File: src/hw/rtl/cic_pkg.sv
// ----------------------------------------------------------------------------
// cic_pkg: shared types and constants of the cascaded interrupt controller
// Item layouts, command codes, control word bit positions and the rotating
// priority search used by the datapath.
// ----------------------------------------------------------------------------
package cic_pkg;

  // Command codes carried by an input item
  localparam logic [2:0] CMD_WRITE = 3'd0;
  localparam logic [2:0] CMD_READ  = 3'd1;
  localparam logic [2:0] CMD_RAISE = 3'd2;
  localparam logic [2:0] CMD_LOWER = 3'd3;
  localparam logic [2:0] CMD_POLL  = 3'd4;

  // Control word bit positions
  localparam int unsigned OCW2_EOI  = 5;
  localparam int unsigned OCW2_SL   = 6;
  localparam int unsigned OCW2_ROT  = 7;
  localparam int unsigned OCW3_RIS  = 0;
  localparam int unsigned OCW3_RR   = 1;
  localparam int unsigned OCW3_SMM  = 5;
  localparam int unsigned OCW3_ESMM = 6;

  // Word kind in bits 4:3 of a command port write
  localparam logic [1:0] KIND_OCW2 = 2'b00;
  localparam logic [1:0] KIND_OCW3 = 2'b01;

  // Reset values
  localparam logic [7:0] MASK_RST_MASTER = 8'h7d;
  localparam logic [7:0] MASK_RST_SLAVE  = 8'h71;
  localparam logic [63:0] ICW_RST = 64'h09_07_10_11_1d_80_08_11; // word 0 lowest

  typedef struct packed {
    logic [2:0] command;
    logic       chip_select;
    logic       register_select;
    logic [7:0] write_data;
    logic [3:0] irq_line;
    logic       cpu_accepts;
  } in_item_t;

  typedef struct packed {
    logic [7:0] read_data;
    logic       int_valid;
    logic [7:0] int_vector;
  } out_item_t;

  // Controller to datapath
  typedef struct packed {
    logic capture;
    logic execute;
  } cic_cmd_t;

  // Datapath to controller
  typedef struct packed {
    logic out_free;
  } cic_status_t;

  // First set bit of v from start upward, wrapping round
  function automatic logic [2:0] rot_find(input logic [7:0] v, input logic [2:0] start);
    logic [15:0] dbl;
    logic [7:0]  rot;
    logic [2:0]  off;
    dbl = {v, v};
    rot = dbl[start +: 8];
    off = '0;
    for (int i = 7; i >= 0; i--) begin
      if (rot[i]) off = 3'(i);
    end
    return start + off;
  endfunction

endpackage

File: src/hw/rtl/cic_ctrl.sv
// ----------------------------------------------------------------------------
// cic_ctrl: item sequencer
// Takes one item, holds the input side off while the datapath executes it,
// and waits for the output register to free up before executing.
// ----------------------------------------------------------------------------
module cic_ctrl (
  input  logic                 clk_i,
  input  logic                 rst_ni,
  input  logic                 in_valid_i,
  output logic                 in_stall_o,
  input  cic_pkg::cic_status_t status_i,
  output cic_pkg::cic_cmd_t    cmd_o
);
  import cic_pkg::*;

  typedef enum logic {
    ST_IDLE,
    ST_EXEC
  } state_e;

  state_e state_q;
  logic   stall_q;

  // Drive datapath commands
  assign cmd_o.capture = in_valid_i && !stall_q;
  assign cmd_o.execute = (state_q == ST_EXEC) && status_i.out_free;
  assign in_stall_o    = stall_q;

  // Advance state, hold off the input side while an item is in flight
  always_ff @(posedge clk_i or negedge rst_ni) begin
    if (!rst_ni) begin
      state_q <= ST_IDLE;
      stall_q <= 1'b0;
    end else begin
      case (state_q)
        ST_IDLE: begin
          if (cmd_o.capture) begin
            state_q <= ST_EXEC;
            stall_q <= 1'b1;
          end
        end
        ST_EXEC: begin
          if (cmd_o.execute) begin
            state_q <= ST_IDLE;
            stall_q <= 1'b0;
          end
        end
        default: begin
          state_q <= ST_IDLE;
          stall_q <= 1'b0;
        end
      endcase
    end
  end

  a_capture_to_exec: assert property (@(posedge clk_i) disable iff (!rst_ni)
    cmd_o.capture |=> (state_q == ST_EXEC) && stall_q)
    else $error("captured item did not enter execution");

  a_exec_to_idle: assert property (@(posedge clk_i) disable iff (!rst_ni)
    cmd_o.execute |=> (state_q == ST_IDLE) && !stall_q)
    else $error("executed item did not release the input side");

  a_exec_stalls: assert property (@(posedge clk_i) disable iff (!rst_ni)
    (state_q == ST_EXEC) |-> stall_q)
    else $error("input side open while an item executes");

endmodule

File: src/hw/rtl/cic_datapath.sv
// ----------------------------------------------------------------------------
// cic_datapath: register file and priority logic of the controller pair
// Holds request, mask, in-service, init word and mode state for master and
// slave, executes one captured item and loads the result register.
// ----------------------------------------------------------------------------
module cic_datapath (
  input  logic                  clk_i,
  input  logic                  rst_ni,
  input  cic_pkg::in_item_t     in_item_i,
  input  cic_pkg::cic_cmd_t     cmd_i,
  output cic_pkg::cic_status_t  status_o,
  output logic                  out_valid_o,
  input  logic                  out_stall_i,
  output cic_pkg::out_item_t    out_item_o
);
  import cic_pkg::*;

  in_item_t  item_q;
  out_item_t out_item_q, out_item_d;
  logic      out_valid_q;

  logic [7:0] req_q   [2];
  logic [7:0] req_d   [2];
  logic [7:0] mask_q  [2];
  logic [7:0] mask_d  [2];
  logic [7:0] isr_q   [2];
  logic [7:0] isr_d   [2];
  logic [7:0] ocw3_q  [2];
  logic [7:0] ocw3_d  [2];
  logic [2:0] prio_q  [2];
  logic [2:0] prio_d  [2];
  logic [1:0] step_q  [2];
  logic [1:0] step_d  [2];
  logic [7:0] icw_q   [8];
  logic [7:0] icw_d   [8];

  // Poll search terms
  logic [7:0] sir, cas, mir_raw, mir, m_bit, sir_f, s_bit;
  logic [2:0] m_num, s_num;
  logic       via_slave, poll_hit;

  // Write decode terms
  logic       c;
  logic [7:0] d;
  logic [2:0] eoi_level;
  logic [1:0] step_nx;
  logic [2:0] line_no;

  assign c       = item_q.chip_select;
  assign d       = item_q.write_data;
  assign line_no = item_q.irq_line[2:0];

  // Master search, then descend into the slave on a cascade input
  assign sir       = req_q[1] & ~mask_q[1];
  assign cas       = 8'b1 << icw_q[6][2:0];
  assign mir_raw   = (req_q[0] | ((sir != 8'h00) ? cas : 8'h00)) & ~mask_q[0];
  assign mir       = ocw3_q[0][OCW3_SMM] ? mir_raw : (mir_raw | isr_q[0]);
  assign m_num     = rot_find(mir, prio_q[0]);
  assign m_bit     = 8'b1 << m_num;
  assign via_slave = (icw_q[2] & m_bit) != 8'h00;
  assign sir_f     = ocw3_q[1][OCW3_SMM] ? sir : (sir | isr_q[1]);
  assign s_num     = rot_find(sir_f, prio_q[1]);
  assign s_bit     = 8'b1 << s_num;
  assign poll_hit  = item_q.cpu_accepts && (mir_raw != 8'h00) &&
                     (via_slave ? ((sir != 8'h00) && ((isr_q[1] & s_bit) == 8'h00))
                                : ((isr_q[0] & m_bit) == 8'h00));

  // End of interrupt level (specific or non-specific), next init step
  assign eoi_level = d[OCW2_SL] ? d[2:0] : rot_find(isr_q[c], prio_q[c]);
  assign step_nx   = step_q[c] + 2'd1;

  assign status_o.out_free = !out_valid_q || !out_stall_i;
  assign out_valid_o       = out_valid_q;
  assign out_item_o        = out_item_q;

  // Execute the captured item
  always_comb begin
    req_d      = req_q;
    mask_d     = mask_q;
    isr_d      = isr_q;
    ocw3_d     = ocw3_q;
    prio_d     = prio_q;
    step_d     = step_q;
    icw_d      = icw_q;
    out_item_d = '0;
    case (item_q.command)
      CMD_WRITE: begin
        if (item_q.register_select) begin
          if (step_q[c] == 2'd0) begin
            mask_d[c] = d;
          end else begin
            icw_d[{c, step_q[c]}] = d;
            if ({1'b0, step_nx} >= (3'd3 + {2'b00, icw_q[{c, 2'b00}][0]})) begin
              step_d[c] = 2'd0;
            end else begin
              step_d[c] = step_nx;
            end
          end
        end else begin
          step_d[c] = 2'd0;
          case (d[4:3])
            KIND_OCW2: begin
              if (d[OCW2_SL] || (isr_q[c] != 8'h00)) begin
                if (d[OCW2_ROT]) prio_d[c] = eoi_level + 3'd1;
                if (d[OCW2_EOI]) isr_d[c] = isr_q[c] & ~(8'b1 << eoi_level);
              end
            end
            KIND_OCW3: begin
              ocw3_d[c] = d;
              if (!d[OCW3_RR])   ocw3_d[c][OCW3_RIS] = ocw3_q[c][OCW3_RIS];
              if (!d[OCW3_ESMM]) ocw3_d[c][OCW3_SMM] = ocw3_q[c][OCW3_SMM];
            end
            default: begin
              icw_d[{c, 2'b00}] = d;
              mask_d[c] = '0;
              req_d[c]  = '0;
              ocw3_d[c] = '0;
              prio_d[c] = '0;
              step_d[c] = 2'd1;
            end
          endcase
        end
      end
      CMD_READ: begin
        if (item_q.register_select) begin
          out_item_d.read_data = mask_q[c];
        end else begin
          out_item_d.read_data = ocw3_q[c][OCW3_RIS] ? isr_q[c] : req_q[c];
        end
      end
      CMD_RAISE: begin
        req_d[item_q.irq_line[3]] = req_q[item_q.irq_line[3]] | (8'b1 << line_no);
      end
      CMD_LOWER: begin
        req_d[item_q.irq_line[3]] = req_q[item_q.irq_line[3]] & ~(8'b1 << line_no);
      end
      CMD_POLL: begin
        if (poll_hit) begin
          out_item_d.int_valid = 1'b1;
          if (via_slave) begin
            isr_d[0] = isr_q[0] | cas;
            req_d[0] = req_q[0] & ~cas;
            isr_d[1] = isr_q[1] | s_bit;
            req_d[1] = req_q[1] & ~s_bit;
            out_item_d.int_vector = {icw_q[5][7:3], s_num};
          end else begin
            isr_d[0] = isr_q[0] | m_bit;
            req_d[0] = req_q[0] & ~m_bit;
            out_item_d.int_vector = {icw_q[1][7:3], m_num};
          end
        end
      end
      default: begin
        out_item_d = '0;
      end
    endcase
  end

  // Hold the captured item and the result payload
  always_ff @(posedge clk_i) begin
    if (cmd_i.capture) item_q <= in_item_i;
    if (cmd_i.execute) out_item_q <= out_item_d;
  end

  // Update controller state and the result valid flag
  always_ff @(posedge clk_i or negedge rst_ni) begin
    if (!rst_ni) begin
      out_valid_q <= 1'b0;
      mask_q[0]   <= MASK_RST_MASTER;
      mask_q[1]   <= MASK_RST_SLAVE;
      for (int i = 0; i < 2; i++) begin
        req_q[i]  <= '0;
        isr_q[i]  <= '0;
        ocw3_q[i] <= '0;
        prio_q[i] <= '0;
        step_q[i] <= '0;
      end
      for (int i = 0; i < 8; i++) begin
        icw_q[i] <= ICW_RST[8*i +: 8];
      end
    end else begin
      if (cmd_i.execute) begin
        out_valid_q <= 1'b1;
        req_q  <= req_d;
        mask_q <= mask_d;
        isr_q  <= isr_d;
        ocw3_q <= ocw3_d;
        prio_q <= prio_d;
        step_q <= step_d;
        icw_q  <= icw_d;
      end else if (!out_stall_i) begin
        out_valid_q <= 1'b0;
      end
    end
  end

  a_result_from_exec: assert property (@(posedge clk_i) disable iff (!rst_ni)
    $rose(out_valid_q) |-> $past(cmd_i.execute))
    else $error("result appeared without an executed item");

  a_exec_output_free: assert property (@(posedge clk_i) disable iff (!rst_ni)
    cmd_i.execute |-> (!out_valid_q || !out_stall_i))
    else $error("result register overwritten while held");

endmodule

File: src/hw/rtl/cascaded_interrupt_controller.sv
// ----------------------------------------------------------------------------
// cascaded_interrupt_controller: master and slave interrupt controller pair
// Register access, request line events and acknowledge polls, one item
// producing one result item.
// ----------------------------------------------------------------------------
// Sequence: an accepted item is captured, then executed when the output
//   register is free; a held result delays execution until it is taken.
// The input side stalls while an item executes, so a new item is accepted
//   only after the last one has executed.
// A finished result waits in the output register while the next item enters.
// Reset: asynchronous, masks 0x7d/0x71, init words 11 08 80 1d / 11 10 07 09,
//   all other state cleared; items accepted from the first cycle after reset.
module cascaded_interrupt_controller (
  input  logic               clk_i,
  input  logic               rst_ni,
  input  logic               in_valid_i,
  output logic               in_stall_o,
  input  cic_pkg::in_item_t  in_item_i,
  output logic               out_valid_o,
  input  logic               out_stall_i,
  output cic_pkg::out_item_t out_item_o
);
  import cic_pkg::*;

  cic_cmd_t    cmd;
  cic_status_t status;

  // Sequence items
  cic_ctrl u_ctrl (
    .clk_i      (clk_i),
    .rst_ni     (rst_ni),
    .in_valid_i (in_valid_i),
    .in_stall_o (in_stall_o),
    .status_i   (status),
    .cmd_o      (cmd)
  );

  // Execute items against the register file
  cic_datapath u_datapath (
    .clk_i       (clk_i),
    .rst_ni      (rst_ni),
    .in_item_i   (in_item_i),
    .cmd_i       (cmd),
    .status_o    (status),
    .out_valid_o (out_valid_o),
    .out_stall_i (out_stall_i),
    .out_item_o  (out_item_o)
  );

endmodule
File: config.mk
export PLATFORM = sky130hd
export DESIGN_NAME = cascaded_interrupt_controller
export DESIGN_NICKNAME = d
export VERILOG_FILES = /design/src/hw/rtl/cic_pkg.sv /design/src/hw/rtl/cic_ctrl.sv /design/src/hw/rtl/cic_datapath.sv /design/src/hw/rtl/cascaded_interrupt_controller.sv
export SDC_FILE = /design/constraint.sdc
export NUM_CORES = 1
export LEC_CHECK = 0
export ABC_CLOCK_PERIOD_IN_PS = 9800
export BUFFER_PORTS_ARGS = -buffer_cell sky130_fd_sc_hd__buf_2
export CORE_ASPECT_RATIO = 0.9
export CORE_MARGIN = 2
export CORE_UTILIZATION = 46
export CTS_BUF_LIST = sky130_fd_sc_hd__clkbuf_2 sky130_fd_sc_hd__clkbuf_4 sky130_fd_sc_hd__clkbuf_8
export DETAILED_ROUTE_END_ITERATION = 8
export GPL_TIMING_DRIVEN = 1
export PLACE_DENSITY_LB_ADDON = 0.3
export SLEW_MARGIN = 20
export SYNTH_ARGS = -nofsm -noshare
export SYNTH_HDL_FRONTEND = slang
export SYNTH_SLANG_ARGS = --single-unit
export TNS_END_PERCENT = 100
File: constraint.sdc
create_clock -name clk_i -period 9.8 [get_ports clk_i]
set_input_delay 1.96 -clock clk_i [delete_from_list [all_inputs] [get_ports clk_i]]
set_output_delay 1.96 -clock clk_i [all_outputs]
set_load 0.005 [all_outputs]
==> flow_metrics.env, run 1 <==
export IMPL_gp_routability_congestion=0.990
export IMPL_hold_worst_slack_ns=0.516
export IMPL_yosysUniqueCellTypes=101
export IMPL_initial_core_utilization_pct=46.7
export IMPL_synth_compound_area_share_pct=22.6
export IMPL_routed_via_count=8300
export IMPL_global_route_wire_length_before_repair_mm=45.7
export IMPL_post_synth_cell_area_avg_um2=9.19
export IMPL_finalWorstPathRequiredPeriod_ns=6.55
export IMPL_synth_mux_area_share_pct=16.3
export IMPL_report_final_setup_viol=0
export IMPL_post_cts_buffers=0
export IMPL_mean_routed_wirelength_per_cell_um=22.6
export IMPL_die_y_um=139
export IMPL_design_die_area_um2=21300
export IMPL_port_buffers=40
export IMPL_clock_sinks=123
export IMPL_cts_max_path_buffers=2
export IMPL_area_delta_synth_final_pct=7.77
export IMPL_netSwitchingPower_mw=2.15
export IMPL_nNetsFinal=1047
export IMPL_hold_violations=0
export IMPL_final_cell_count_no_fill=1277
export IMPL_dp_hpwl_mm=21.0
export IMPL_vias_per_cell=6.50
export IMPL_power_share_clock_pct=12.1
export IMPL_critPathRequiredTime_ns=10.16
export IMPL_design_power_total_mw=4.12
export IMPL_critical_path_class="reg2reg"
export IMPL_yosys_area_share_xor_xnor_pct=0.459
export IMPL_synth_top_family_by_area="compound AO/OA/AOI/OAI gates"
export IMPL_async_set_or_reset_register_ratio_after_synthesis_pct=71.5
export IMPL_cts_buffers=17
export IMPL_antenna_found_initial=0
export IMPL_cts_hold_fix_buffers=0
export IMPL_synth_sequential_area_ratio_pct=35.3
export IMPL_cts_root_buf="sky130_fd_sc_hd__clkbuf_8"
export IMPL_worst_endpoint_arrival_ns=6.91
export IMPL_power_switching_share_pct=52.2
export IMPL_clkSlewWorstSetupHoldPaths_ns=0.09
export IMPL_synth_yosys_warnings=0
export IMPL_maxCapViolations=0
export IMPL_global_route_usage_total_pct=27.2
export IMPL_power_combinational_fraction_pct=65.6
export IMPL_grt_pass1_vias=7797
export IMPL_peak_supply_drop_mv=0.282
export IMPL_fmax_mhz=153
export IMPL_fp_coreArea_um2=19900
export IMPL_min_path_type="reg2reg"
export IMPL_share_of_cells_above_drive_strength_1_pct=19.7
export IMPL_first_iter_violations=878
export IMPL_timing_final_max_slew_violations=0
export IMPL_worstSetupEndpointType="flop"
export IMPL_postSynthRegisterBits=123
export IMPL_floorplan_die_width_um=154
export IMPL_power_sequential_fraction_pct=22.3
export IMPL_post_synth_fa_ha_maj_area_fraction_pct=2.51
export IMPL_p_per_area_nw_per_um2=412
export IMPL_antenna_cells_inserted=0
export IMPL_io_pins=41
export IMPL_synth_edff_count=35
export IMPL_final_antenna_net_count=0
export IMPL_core_rowCount=49
export IMPL_clock_skew_ns=0.0171
export IMPL_critPathMaxFanout=27
export IMPL_tritoncts_clock_tree="built"
export IMPL_run_status="complete, no violations"
export IMPL_relSlewSlack_pct=26.1
export IMPL_setup_tns_ns=0
export IMPL_clock_tree_htree_level_count=4
export IMPL_grt_overflow=0
export IMPL_first_pass_iters=5
export IMPL_clkLatencyLatePin_ns=0.46
export IMPL_rsz0062_at_grt="false"
export IMPL_cell_internal_pwr_mw=1.97
export IMPL_synth_simple_gate_area_share_pct=17.8
export IMPL_post_cts_resize_count=0
export IMPL_grt_start_max_net_pins=64
export IMPL_leakage_nw=4.15
export IMPL_type_of_origin_of_the_critical_path="flop"
export IMPL_route_detailed_drc=0
export IMPL_syn_num_nets=1047
export IMPL_worst_slew_pin_transition_ns=1.11
export IMPL_routed_wirelength_mm=28.9
export IMPL_placed_insts=1244
export IMPL_post_synthesis_cell_area_um2=9270
export IMPL_final_min_period_over_clock_period_pct=66.8
export IMPL_synth_cells=1009
export IMPL_synth_ff_type="sky130_fd_sc_hd__dfrtp_1"
-- state kept, by name, summed over array words and instances (netlist names), 2 cells and up, named ones only --
name and cells:
u_datapath.d 8, u_datapath.req_q 16, u_datapath.ocw3_q 4, u_datapath.prio_q 6, u_datapath.item_q 9, u_datapath.isr_q 16, u_datapath.step_q 2, u_datapath.icw_q 23
u_datapath.mask_q 16, u_datapath.out_item_o 17
-- cell usage after synthesis (10+ instances only) --
cell type                  instances  area share (%)
sky130_fd_sc_hd__dfrtp_1          70              19
sky130_fd_sc_hd__ha_1             13             1.8
sky130_fd_sc_hd__nand2_1         100             4.0
sky130_fd_sc_hd__inv_1            40             1.6
sky130_fd_sc_hd__mux4_2           13             3.2
sky130_fd_sc_hd__o21ai_0          75             4.0
sky130_fd_sc_hd__mux2i_1          67             7.2
sky130_fd_sc_hd__a211oi_1         14             1.1
sky130_fd_sc_hd__a21o_1           16             1.3
sky130_fd_sc_hd__edfxtp_1         35              11
sky130_fd_sc_hd__nor2_1           65             2.6
sky130_fd_sc_hd__o211ai_1         10            0.81
sky130_fd_sc_hd__nor2b_1          28             1.9
sky130_fd_sc_hd__mux2_2           45             5.5
sky130_fd_sc_hd__a31oi_1          11            0.74
sky130_fd_sc_hd__nand3_1          25             1.3
sky130_fd_sc_hd__nor3_1           12            0.65
sky130_fd_sc_hd__clkbuf_1         45             1.8
sky130_fd_sc_hd__and2_1           11            0.74
sky130_fd_sc_hd__nor4_1           11            0.74
sky130_fd_sc_hd__dfstp_2          18             5.1
sky130_fd_sc_hd__nand2b_1         15             1.0
sky130_fd_sc_hd__a21oi_1          69             3.7
sky130_fd_sc_hd__buf_2            14            0.76
-- metal layers --
layer	part of all wire (%)	vias up	global-route usage, %
met1	44	3988	39.7
met3	8.8	77	4.00
met2	44	463	41.1
li1	-	3772	-
met5	0	-	0
met4	3.5	0	10.1
-- final timing paths --
kind | slack, ns | cells past startpoint | start | end
worst max register to register | 3.25 | 22 | u_datapath.prio_q[4] | u_datapath.isr_q[8]
worst max-delay path | 3.25 | 22 | u_datapath.prio_q[4] | u_datapath.isr_q[8]
worst min-delay path | 0.52 | 1 | u_datapath.icw_q[53] | u_datapath.icw_q[53]
min in group asynchronous | 1.41 | 1 | rst_ni | u_ctrl.in_stall_o
max in group asynchronous | 7.23 | 2 | rst_ni | u_datapath.prio_q[4]
worst min register to register | 0.52 | 1 | u_datapath.icw_q[53] | u_datapath.icw_q[53]
-- stage by stage --
| step | util, % | instance area, um^2 | setup WS [ns] |
|---|---|---|---|
| 2_1_floorplan | - | 9270 | 4.45 |
| 3_3_place_gp | 48.1 | 9560 | 3.25 |
| 3_5_place_dp | 48.1 | 9560 | 3.10 |
| 4_1_cts | 50.3 | 9980 | 3.07 |
| 5_1_grt | 50.3 | 9990 | 2.93 |
| 6_report | 50.3 | 9990 | 3.25 |
-- area by class of cell --
class                   instances  area [um^2]
fillers                      1912         9870
multi-input cells             773         5530
flip-flops and latches        123         3280
well taps                     255          319
repair buffers                 49          270
clock buffers                  18          248
clock inverters                14          176
inverters                      45          169
-- cells in the final DEF, fill, tap and decap left out, types with 10 or more instances in the layout --
cell	synthesis	routed
sky130_fd_sc_hd__a211oi_1	14	14
sky130_fd_sc_hd__a21o_1	16	16
sky130_fd_sc_hd__a21oi_1	69	69
sky130_fd_sc_hd__a31oi_1	11	11
sky130_fd_sc_hd__and2_1	11	11
sky130_fd_sc_hd__buf_2	14	39
sky130_fd_sc_hd__clkbuf_8	0	18
sky130_fd_sc_hd__dfrtp_1	70	70
sky130_fd_sc_hd__dfstp_2	18	18
sky130_fd_sc_hd__edfxtp_1	35	35
sky130_fd_sc_hd__ha_1	13	13
sky130_fd_sc_hd__inv_1	40	40
sky130_fd_sc_hd__mux2_2	45	45
sky130_fd_sc_hd__mux2i_1	67	67
sky130_fd_sc_hd__mux4_2	13	13
sky130_fd_sc_hd__nand2_1	100	100
sky130_fd_sc_hd__nand2b_1	15	15
sky130_fd_sc_hd__nand3_1	25	25
sky130_fd_sc_hd__nor2_1	65	65
sky130_fd_sc_hd__nor2b_1	28	27
sky130_fd_sc_hd__nor3_1	12	12
sky130_fd_sc_hd__nor4_1	11	11
sky130_fd_sc_hd__o211ai_1	10	10
sky130_fd_sc_hd__o21ai_0	75	75
-- logic make-up after synthesis --
group | after synthesis
AO/OA/AOI/OAI | 301
XOR/XNOR | 4
adder cells (fa/ha/maj) | 17
buffers and inverters | 113
flip-flops | 123
multiplexers | 128
AND/OR/NAND/NOR | 323
-- power groups by stage --
stage               sequential (mW)  clock (mW)  combinational, mW
global placement              0.917           0               2.59
floorplan                     0.768           0               2.10
global route                  0.935       0.523               2.93
detailed placement            0.919           0               2.63
finish                        0.919       0.499               2.70
CTS                           0.910       0.503               2.65
-- critical path: stages, from the launching register on --
cell and delay (ns):
sky130_fd_sc_hd__dfrtp_1 0.91, sky130_fd_sc_hd__clkinv_1 0.56, sky130_fd_sc_hd__a211o_1 0.43, sky130_fd_sc_hd__o221ai_1 0.21, sky130_fd_sc_hd__a21oi_2 0.12, sky130_fd_sc_hd__nor2b_1 0.14
sky130_fd_sc_hd__o21ai_0 0.08, sky130_fd_sc_hd__a221oi_1 0.31, sky130_fd_sc_hd__a311o_1 0.22, sky130_fd_sc_hd__nand2_1 0.07, sky130_fd_sc_hd__a2111o_1 0.42, sky130_fd_sc_hd__nand4_1 0.12
sky130_fd_sc_hd__ha_1 0.15, sky130_fd_sc_hd__inv_1 0.05, sky130_fd_sc_hd__fa_1 0.78, sky130_fd_sc_hd__mux4_2 0.40, sky130_fd_sc_hd__mux2i_1 0.32, sky130_fd_sc_hd__nand2b_1 0.15
sky130_fd_sc_hd__mux2_2 0.15, sky130_fd_sc_hd__a21oi_1 0.06, sky130_fd_sc_hd__a211oi_1 0.47, sky130_fd_sc_hd__nor4_1 0.12, sky130_fd_sc_hd__a21o_1 0.18
(Power assumes the default switching activity.)
==> run 2: changes to the inputs <==
Settings changed: ABC_CLOCK_PERIOD_IN_PS 9800 to 6600.
Clock period 9.8 ns to 6.6 ns, I/O delays scaled along.
==> run 2 against run 1 <==
  * Global-route usage up 0.53 points
  * Final cell count up 0.39%
  * Setup slack worse by 2.6 ns
  * Power up 48%
  * Register-to-register slack worse by 2.6 ns
  * Wire length up 2.8%
  * Sequential power up 48%
  * Maximum frequency up 9.6%
  * Critical endpoint is now u_datapath.req_q[8]
  * Largest power group unchanged
  * Highest routed layer unchanged
==> flow_metrics.env, run 2 (synthesis results as in run 1) <==
export IMPL_largest_register_ffs=23
export IMPL_cts_buffers=17
export IMPL_hold_path_depth=2
export IMPL_critPathMaxFanout=9
export IMPL_sequential_cell_area_um2=3280
export IMPL_run_status="complete, no violations"
export IMPL_rsz0062_at_grt="false"
export IMPL_rr_endpoint="u_datapath.req_q[8]"
export IMPL_io_pins=41
export IMPL_most_flops_register="u_datapath.icw_q"
export IMPL_multi_input_comb_area_um2=5540
export IMPL_clock_sinks=123
export IMPL_type_of_origin_of_the_critical_path="flop"
export IMPL_dp_hpwl_mm=21.9
export IMPL_final_cell_mix="100 x sky130_fd_sc_hd__nand2_1, 75 x sky130_fd_sc_hd__o21ai_0, 70 x sky130_fd_sc_hd__dfrtp_1, 68 x sky130_fd_sc_hd__a21oi_1, 67 x sky130_fd_sc_hd__mux2i_1"
export IMPL_fp_coreArea_um2=19900
export IMPL_report_final_setup_viol=0
export IMPL_clkLatencyLatePin_ns=0.46
export IMPL_reg2reg_slack_ns=0.63
export IMPL_vias_per_cell=6.55
export IMPL_clock_skew_ns=0.0243
export IMPL_critical_path_class="reg2reg"
export IMPL_worstSetupEndpointType="flop"
export IMPL_grt_overflow=0
export IMPL_share_of_cells_above_drive_strength_1_pct=20.3
export IMPL_fmax_mhz=167
export IMPL_grt_pass1_vias=7895
export IMPL_port_buffers=40
export IMPL_hold_worst_slack_ns=0.508
export IMPL_design_area_um2=10000
export IMPL_place_area_um2=9600
export IMPL_first_pass_iters=6
export IMPL_setup_tns_ns=0
export IMPL_area_delta_synth_final_pct=7.88
export IMPL_routed_wirelength_mm=29.7
export IMPL_design_power_total_mw=6.08
export IMPL_finalWorstPathRequiredPeriod_ns=5.97
export IMPL_routed_via_count=8400
export IMPL_fin_util_pct=50.3
export IMPL_grt_start_max_net_pins=54
export IMPL_hold_end="u_datapath.mask_q[6]"
export IMPL_timing_hold_worst_start="u_datapath.mask_q[6]"
export IMPL_fillerInstances=1877
export IMPL_gp_routability_congestion=1.05
export IMPL_design_die_area_um2=21300
export IMPL_floorplan_die_width_um=154
export IMPL_rr_worst_depth=22
export IMPL_route_detailed_drc=0
export IMPL_final_antenna_net_count=0
export IMPL_clock_tree_htree_level_count=4
export IMPL_die_y_um=139
export IMPL_post_cts_resize_count=0
export IMPL_clkSlewWorstSetupHoldPaths_ns=0.08
export IMPL_mean_routed_wirelength_per_cell_um=23.1
export IMPL_maxCapViolations=0
export IMPL_reg2reg_from="u_datapath.mask_q[5]"
export IMPL_antenna_found_initial=0
export IMPL_cts_root_buf="sky130_fd_sc_hd__clkbuf_8"
export IMPL_core_rowCount=49
export IMPL_leakage_nw=4.16
export IMPL_relSlewSlack_pct=27.1
export IMPL_tritoncts_clock_tree="built"
export IMPL_timing_final_max_slew_violations=0
export IMPL_post_cts_buffers=0
export IMPL_cts_hold_fix_buffers=0
export IMPL_antenna_cells_inserted=0
export IMPL_first_iter_violations=1186
export IMPL_final_min_period_over_clock_period_pct=90.5
export IMPL_peak_supply_drop_mv=0.596
export IMPL_initial_core_utilization_pct=46.7
export IMPL_final_common_cell="sky130_fd_sc_hd__nand2_1"
export IMPL_min_path_type="reg2reg"
export IMPL_hold_violations=0
export IMPL_critPathRequiredTime_ns=6.97
export IMPL_cts_max_path_buffers=2
export IMPL_global_route_usage_total_pct=27.8
export IMPL_worst_slew_pin_transition_ns=1.08
export IMPL_nNetsFinal=1052
export IMPL_p_per_area_nw_per_um2=608
export IMPL_worst_endpoint_arrival_ns=6.34
export IMPL_global_route_wire_length_before_repair_mm=46.4
## run 2: changes by cell type in the layout (fill, tap and decap cells not counted)
cell and delta:
sky130_fd_sc_hd__bufinv_16 -1, sky130_fd_sc_hd__a21oi_1 -1, sky130_fd_sc_hd__clkbuf_8 -1, sky130_fd_sc_hd__inv_8 -3, sky130_fd_sc_hd__clkinv_4 +1, sky130_fd_sc_hd__xnor2_1 -1
sky130_fd_sc_hd__clkinvlp_4 +2, sky130_fd_sc_hd__clkbuf_4 +1, sky130_fd_sc_hd__buf_4 +6, sky130_fd_sc_hd__xnor2_2 +1, sky130_fd_sc_hd__a21oi_2 +1
## run 2: power by group
| group | total [mW] | internal (mW) | leakage (nW) | switching (mW) |
|---|---|---|---|---|
| registers | 1.36 | 1.02 | 1.45 | 0.338 |
| clock network | 0.686 | 0.317 | 0.189 | 0.369 |
| logic | 4.03 | 1.55 | 2.52 | 2.48 |
## run 2: how the worst max path moves through the flow
stage                               startpoint                        to
final                     u_datapath.mask_q[5]       u_datapath.req_q[8]
after global routing      u_datapath.mask_q[5]       u_datapath.isr_q[8]
after CTS                 u_datapath.mask_q[5]       u_datapath.isr_q[7]
after detailed placement  u_datapath.mask_q[5]       u_datapath.isr_q[7]
after global placement    u_datapath.mask_q[5]  u_datapath.out_item_o[1]
after floorplan           u_datapath.mask_q[5]       u_datapath.isr_q[7]
## run 2: cell type report
class / instances / share of cell area (%)
clock inverters: 13 / 1.36
repair buffers: 54 / 3.08
flip-flops and latches: 123 / 32.8
clock buffers: 19 / 2.49
well taps: 255 / 3.19
inverters: 45 / 1.69
multi-input cells: 773 / 55.4
## run 2: stage by stage
step | setup WS [ns] | std cells
floorplan | 1.25 | 1009
global placement | 0.852 | 1250
detailed placement | 0.745 | 1250
CTS | 0.702 | 1282
global route | 0.223 | 1282
finish | 0.628 | 1282
## run 2: per-layer routing
layer | GRT usage (%) | share of wire [%]
met1 | 39.8 | 42
met2 | 41.0 | 43
met3 | 7.66 | 11
met4 | 8.59 | 3.5
met5 | 0 | 0
## run 2: worst max-delay path, stage by stage (launching register included)
cell	delay, ns
sky130_fd_sc_hd__dfstp_2	0.57
sky130_fd_sc_hd__nor2b_4	0.06
sky130_fd_sc_hd__or4_1	0.72
sky130_fd_sc_hd__nor3_2	0.23
sky130_fd_sc_hd__or2_1	0.31
sky130_fd_sc_hd__nor2b_1	0.17
sky130_fd_sc_hd__o21ai_0	0.08
sky130_fd_sc_hd__a221oi_1	0.32
sky130_fd_sc_hd__a311o_1	0.23
sky130_fd_sc_hd__nand2_1	0.07
sky130_fd_sc_hd__a2111o_1	0.42
sky130_fd_sc_hd__nand4_1	0.10
sky130_fd_sc_hd__ha_1	0.14
sky130_fd_sc_hd__inv_1	0.05
sky130_fd_sc_hd__fa_1	0.64
sky130_fd_sc_hd__mux4_2	0.38
sky130_fd_sc_hd__mux2i_1	0.31
sky130_fd_sc_hd__nand2b_1	0.15
sky130_fd_sc_hd__mux2_2	0.15
sky130_fd_sc_hd__a21oi_1	0.06
sky130_fd_sc_hd__a211oi_1	0.39
sky130_fd_sc_hd__a21oi_1	0.17
sky130_fd_sc_hd__a21oi_1	0.18
==> run 3: changes to the inputs <==
Settings changed: ABC_AREA set to 1.
==> run 3 against run 2 <==
  * Sequential cell count is the same
  * Largest cell class unchanged
  * Critical path type unchanged
  * Via count is 2.1% higher
  * The flow now finishes with violations (design-rule violations)
  * Utilization rose by 1.1 points
==> flow_metrics.env, run 3 <==
export IMPL_power_sequential_fraction_pct=25.0
export IMPL_cts_hold_fix_buffers=0
export IMPL_final_cell_mix="377 x sky130_fd_sc_hd__nand2_1, 135 x sky130_fd_sc_hd__inv_1, 120 x sky130_fd_sc_hd__nand3_1, 111 x sky130_fd_sc_hd__o21ai_0, 70 x sky130_fd_sc_hd__dfrtp_1"
export IMPL_vias_per_cell=5.69
export IMPL_reg2reg_from="u_datapath.prio_q[3]"
export IMPL_synth_top_cells_by_area="sky130_fd_sc_hd__dfrtp_1 20%, sky130_fd_sc_hd__nand2_1 16%, sky130_fd_sc_hd__edfxtp_1 12%"
export IMPL_hold_violations=0
export IMPL_hold_path_depth=2
export IMPL_critical_path_class="reg2reg"
export IMPL_clock_skew_ns=0.0146
export IMPL_nNetsFinal=1286
export IMPL_worstSetupEndpointType="flop"
export IMPL_io_pins=41
export IMPL_power_combinational_fraction_pct=61.2
export IMPL_power_switching_share_pct=54.1
export IMPL_power_share_clock_pct=13.8
export IMPL_post_cts_buffers=0
export IMPL_design_area_um2=9490
export IMPL_cell_internal_pwr_mw=2.43
export IMPL_fin_util_pct=51.4
export IMPL_clock_tree_htree_level_count=4
export IMPL_grt_overflow=0
export IMPL_die_y_um=134
export IMPL_post_synth_top_area_cell="sky130_fd_sc_hd__dfrtp_1"
export IMPL_final_min_period_over_clock_period_pct=77.6
export IMPL_reg2reg_slack_ns=1.48
export IMPL_setup_tns_ns=0
export IMPL_leading_cell_type_by_number_of_instances_after_synthesis="sky130_fd_sc_hd__nand2_1"
export IMPL_worst_slew_pin_transition_ns=1.08
export IMPL_netlist_top_cells_count="377 x sky130_fd_sc_hd__nand2_1, 135 x sky130_fd_sc_hd__inv_1, 120 x sky130_fd_sc_hd__nand3_1, 111 x sky130_fd_sc_hd__o21ai_0, 70 x sky130_fd_sc_hd__dfrtp_1"
export IMPL_global_route_usage_total_pct=28.8
export IMPL_routed_via_count=8573
export IMPL_synth_sequential_area_ratio_pct=37.7
export IMPL_timing_hold_worst_start="u_datapath.icw_q[24]"
export IMPL_maxCapViolations=0
export IMPL_critPathMaxFanout=12
export IMPL_synth_cells=1221
export IMPL_post_synth_cell_area_avg_um2=7.12
export IMPL_floorplan_die_width_um=149
export IMPL_final_antenna_net_count=0
export IMPL_synthDominantCellAreaShare_pct=20.1
export IMPL_critPathRequiredTime_ns=7.01
export IMPL_hold_end="u_datapath.icw_q[24]"
export IMPL_leakage_nw=4.43
export IMPL_antenna_found_initial=0
export IMPL_largest_register_ffs=23
export IMPL_synth_yosys_warnings=0
export IMPL_cts_root_buf="sky130_fd_sc_hd__clkbuf_8"
export IMPL_fmax_mhz=195
export IMPL_failed_checks="design-rule violations"
export IMPL_share_of_cells_above_drive_strength_1_pct=11.8
export IMPL_most_flops_register="u_datapath.icw_q"
export IMPL_post_cts_resize_count=0
export IMPL_clkLatencyLatePin_ns=0.47
export IMPL_tritoncts_clock_tree="built"
export IMPL_rsz0062_at_grt="false"
export IMPL_postSynthRegisterBits=123
export IMPL_port_buffers=40
export IMPL_fp_coreArea_um2=18500
export IMPL_place_area_um2=9060
export IMPL_core_rowCount=47
export IMPL_clkSlewWorstSetupHoldPaths_ns=0.08
export IMPL_route_detailed_drc=2
export IMPL_cts_buffers=17
export IMPL_routed_wirelength_mm=27.8
export IMPL_initial_core_utilization_pct=47.1
export IMPL_type_of_origin_of_the_critical_path="flop"
export IMPL_min_path_type="reg2reg"
export IMPL_synth_ff_type="sky130_fd_sc_hd__dfrtp_1"
export IMPL_yosysUniqueCellTypes=52
export IMPL_mean_routed_wirelength_per_cell_um=18.5
export IMPL_rr_endpoint="u_datapath.isr_q[9]"
export IMPL_run_status="finished, violations left"
export IMPL_syn_num_nets=1259
export IMPL_global_route_wire_length_before_repair_mm=43.3
export IMPL_final_common_cell="sky130_fd_sc_hd__nand2_1"
export IMPL_rr_worst_depth=21
export IMPL_report_final_setup_viol=0
export IMPL_async_set_or_reset_register_ratio_after_synthesis_pct=71.5
export IMPL_antenna_cells_inserted=0
export IMPL_gp_routability_congestion=1.07
export IMPL_clock_sinks=123
export IMPL_final_cell_count_no_fill=1506
export IMPL_worst_endpoint_arrival_ns=5.53
export IMPL_synth_edff_count=35
export IMPL_netSwitchingPower_mw=2.86
export IMPL_finalWorstPathRequiredPeriod_ns=5.12
export IMPL_dp_hpwl_mm=20.8
export IMPL_first_iter_violations=1072
export IMPL_cts_max_path_buffers=2
export IMPL_design_die_area_um2=20000
export IMPL_grt_pass1_vias=7685
export IMPL_area_delta_synth_final_pct=9.15
export IMPL_relSlewSlack_pct=27.5
export IMPL_post_synthesis_cell_area_um2=8700
export IMPL_timing_final_max_slew_violations=0
export IMPL_first_pass_iters=8
export IMPL_peak_supply_drop_mv=0.248
export IMPL_placed_insts=1473
export IMPL_grt_start_max_net_pins=46
export IMPL_p_per_area_nw_per_um2=557
run 3: changes by cell type in the layout (fill, tap and decap cells not counted), moves of 13 or more:
| cell | change |
|---|---|
| sky130_fd_sc_hd__a211oi_1 | -14 |
| sky130_fd_sc_hd__a21o_1 | -16 |
| sky130_fd_sc_hd__a21oi_1 | -34 |
| sky130_fd_sc_hd__inv_1 | +95 |
| sky130_fd_sc_hd__mux2_2 | -44 |
| sky130_fd_sc_hd__mux2i_1 | -67 |
| sky130_fd_sc_hd__mux4_2 | -13 |
| sky130_fd_sc_hd__nand2_1 | +277 |
| sky130_fd_sc_hd__nand2b_1 | -15 |
| sky130_fd_sc_hd__nand3_1 | +95 |
| sky130_fd_sc_hd__nor2b_1 | -27 |
| sky130_fd_sc_hd__o211ai_1 | +21 |
| sky130_fd_sc_hd__o21ai_0 | +36 |
run 3: power groups by stage:
stage	clock, mW	sequential, mW	combinational [mW]
global route	0.770	1.35	3.59
CTS	0.738	1.31	3.16
global placement	0	1.31	3.11
detailed placement	0	1.32	3.14
finish	0.730	1.32	3.24
floorplan	0	1.20	2.42
run 3: critical path, cell delays in order, from the launching register on:
cell and delay (ns):
sky130_fd_sc_hd__dfrtp_1 0.59, sky130_fd_sc_hd__clkinv_1 0.40, sky130_fd_sc_hd__o21ai_1 0.67, sky130_fd_sc_hd__inv_1 0.21, sky130_fd_sc_hd__o21ai_0 0.30, sky130_fd_sc_hd__nand2_1 0.07, sky130_fd_sc_hd__o21ai_1 0.11, sky130_fd_sc_hd__o21ai_0 0.18
sky130_fd_sc_hd__o21ai_0 0.22, sky130_fd_sc_hd__nand2_1 0.07, sky130_fd_sc_hd__a21boi_0 0.18, sky130_fd_sc_hd__ha_1 0.17, sky130_fd_sc_hd__inv_1 0.05, sky130_fd_sc_hd__fa_1 0.45, sky130_fd_sc_hd__o21ai_0 0.32, sky130_fd_sc_hd__inv_1 0.13
sky130_fd_sc_hd__ha_1 0.23, sky130_fd_sc_hd__a21boi_0 0.37, sky130_fd_sc_hd__nand2_1 0.11, sky130_fd_sc_hd__nand2_1 0.09, sky130_fd_sc_hd__nand3_1 0.07, sky130_fd_sc_hd__nand2_1 0.07
run 3: area by class of cell:
cell class | count | area (um^2)
fillers | 1834 | 8970
multi-input cells | 917 | 4710
flip-flops and latches | 123 | 3280
inverters | 144 | 541
well taps | 245 | 307
clock buffers | 19 | 255
repair buffers | 45 | 238
clock inverters | 13 | 168
run 3: kinds of logic after synthesis:
family | after synthesis | share of synthesized area [%]
AND/OR/NAND/NOR | 642 | 33.3
AO/OA/AOI/OAI | 254 | 17.6
buffers and inverters | 181 | 8.32
flip-flops | 123 | 37.7
adder cells (fa/ha/maj) | 16 | 2.56
XOR/XNOR | 4 | 0.403
multiplexers | 1 | 0.129
run 3: metal layers:
layer,GRT usage (%),vias to the layer above,routed length [um]
li1,-,4165,-
met1,40.9,3918,12200
met2,42.4,440,12000
met3,8.64,50,3040
met4,8.20,0,653
met5,0,-,0
run 3: worst max path at each step:
stage,endpoint,cells past startpoint,startpoint
after floorplan,u_datapath.req_q[5],35,u_datapath.mask_q[5]
after global placement,u_datapath.isr_q[1],23,u_datapath.prio_q[3]
after detailed placement,u_datapath.isr_q[1],21,u_datapath.prio_q[3]
after CTS,u_datapath.isr_q[1],21,u_datapath.prio_q[3]
after global routing,u_datapath.isr_q[1],23,u_datapath.prio_q[3]
final,u_datapath.isr_q[9],21,u_datapath.prio_q[3]
run 3: metrics by stage:
stage / hold slack (ns) / setup WS, ns / total power [mW]
after global placement: 0.462 / 1.58 / 4.43
final: 0.486 / 1.48 / 5.29
after floorplan: 0.449 / 2.48 / 3.63
after detailed placement: 0.466 / 1.56 / 4.46
after global routing: 0.512 / 0.902 / 5.71
after CTS: 0.485 / 1.52 / 5.20
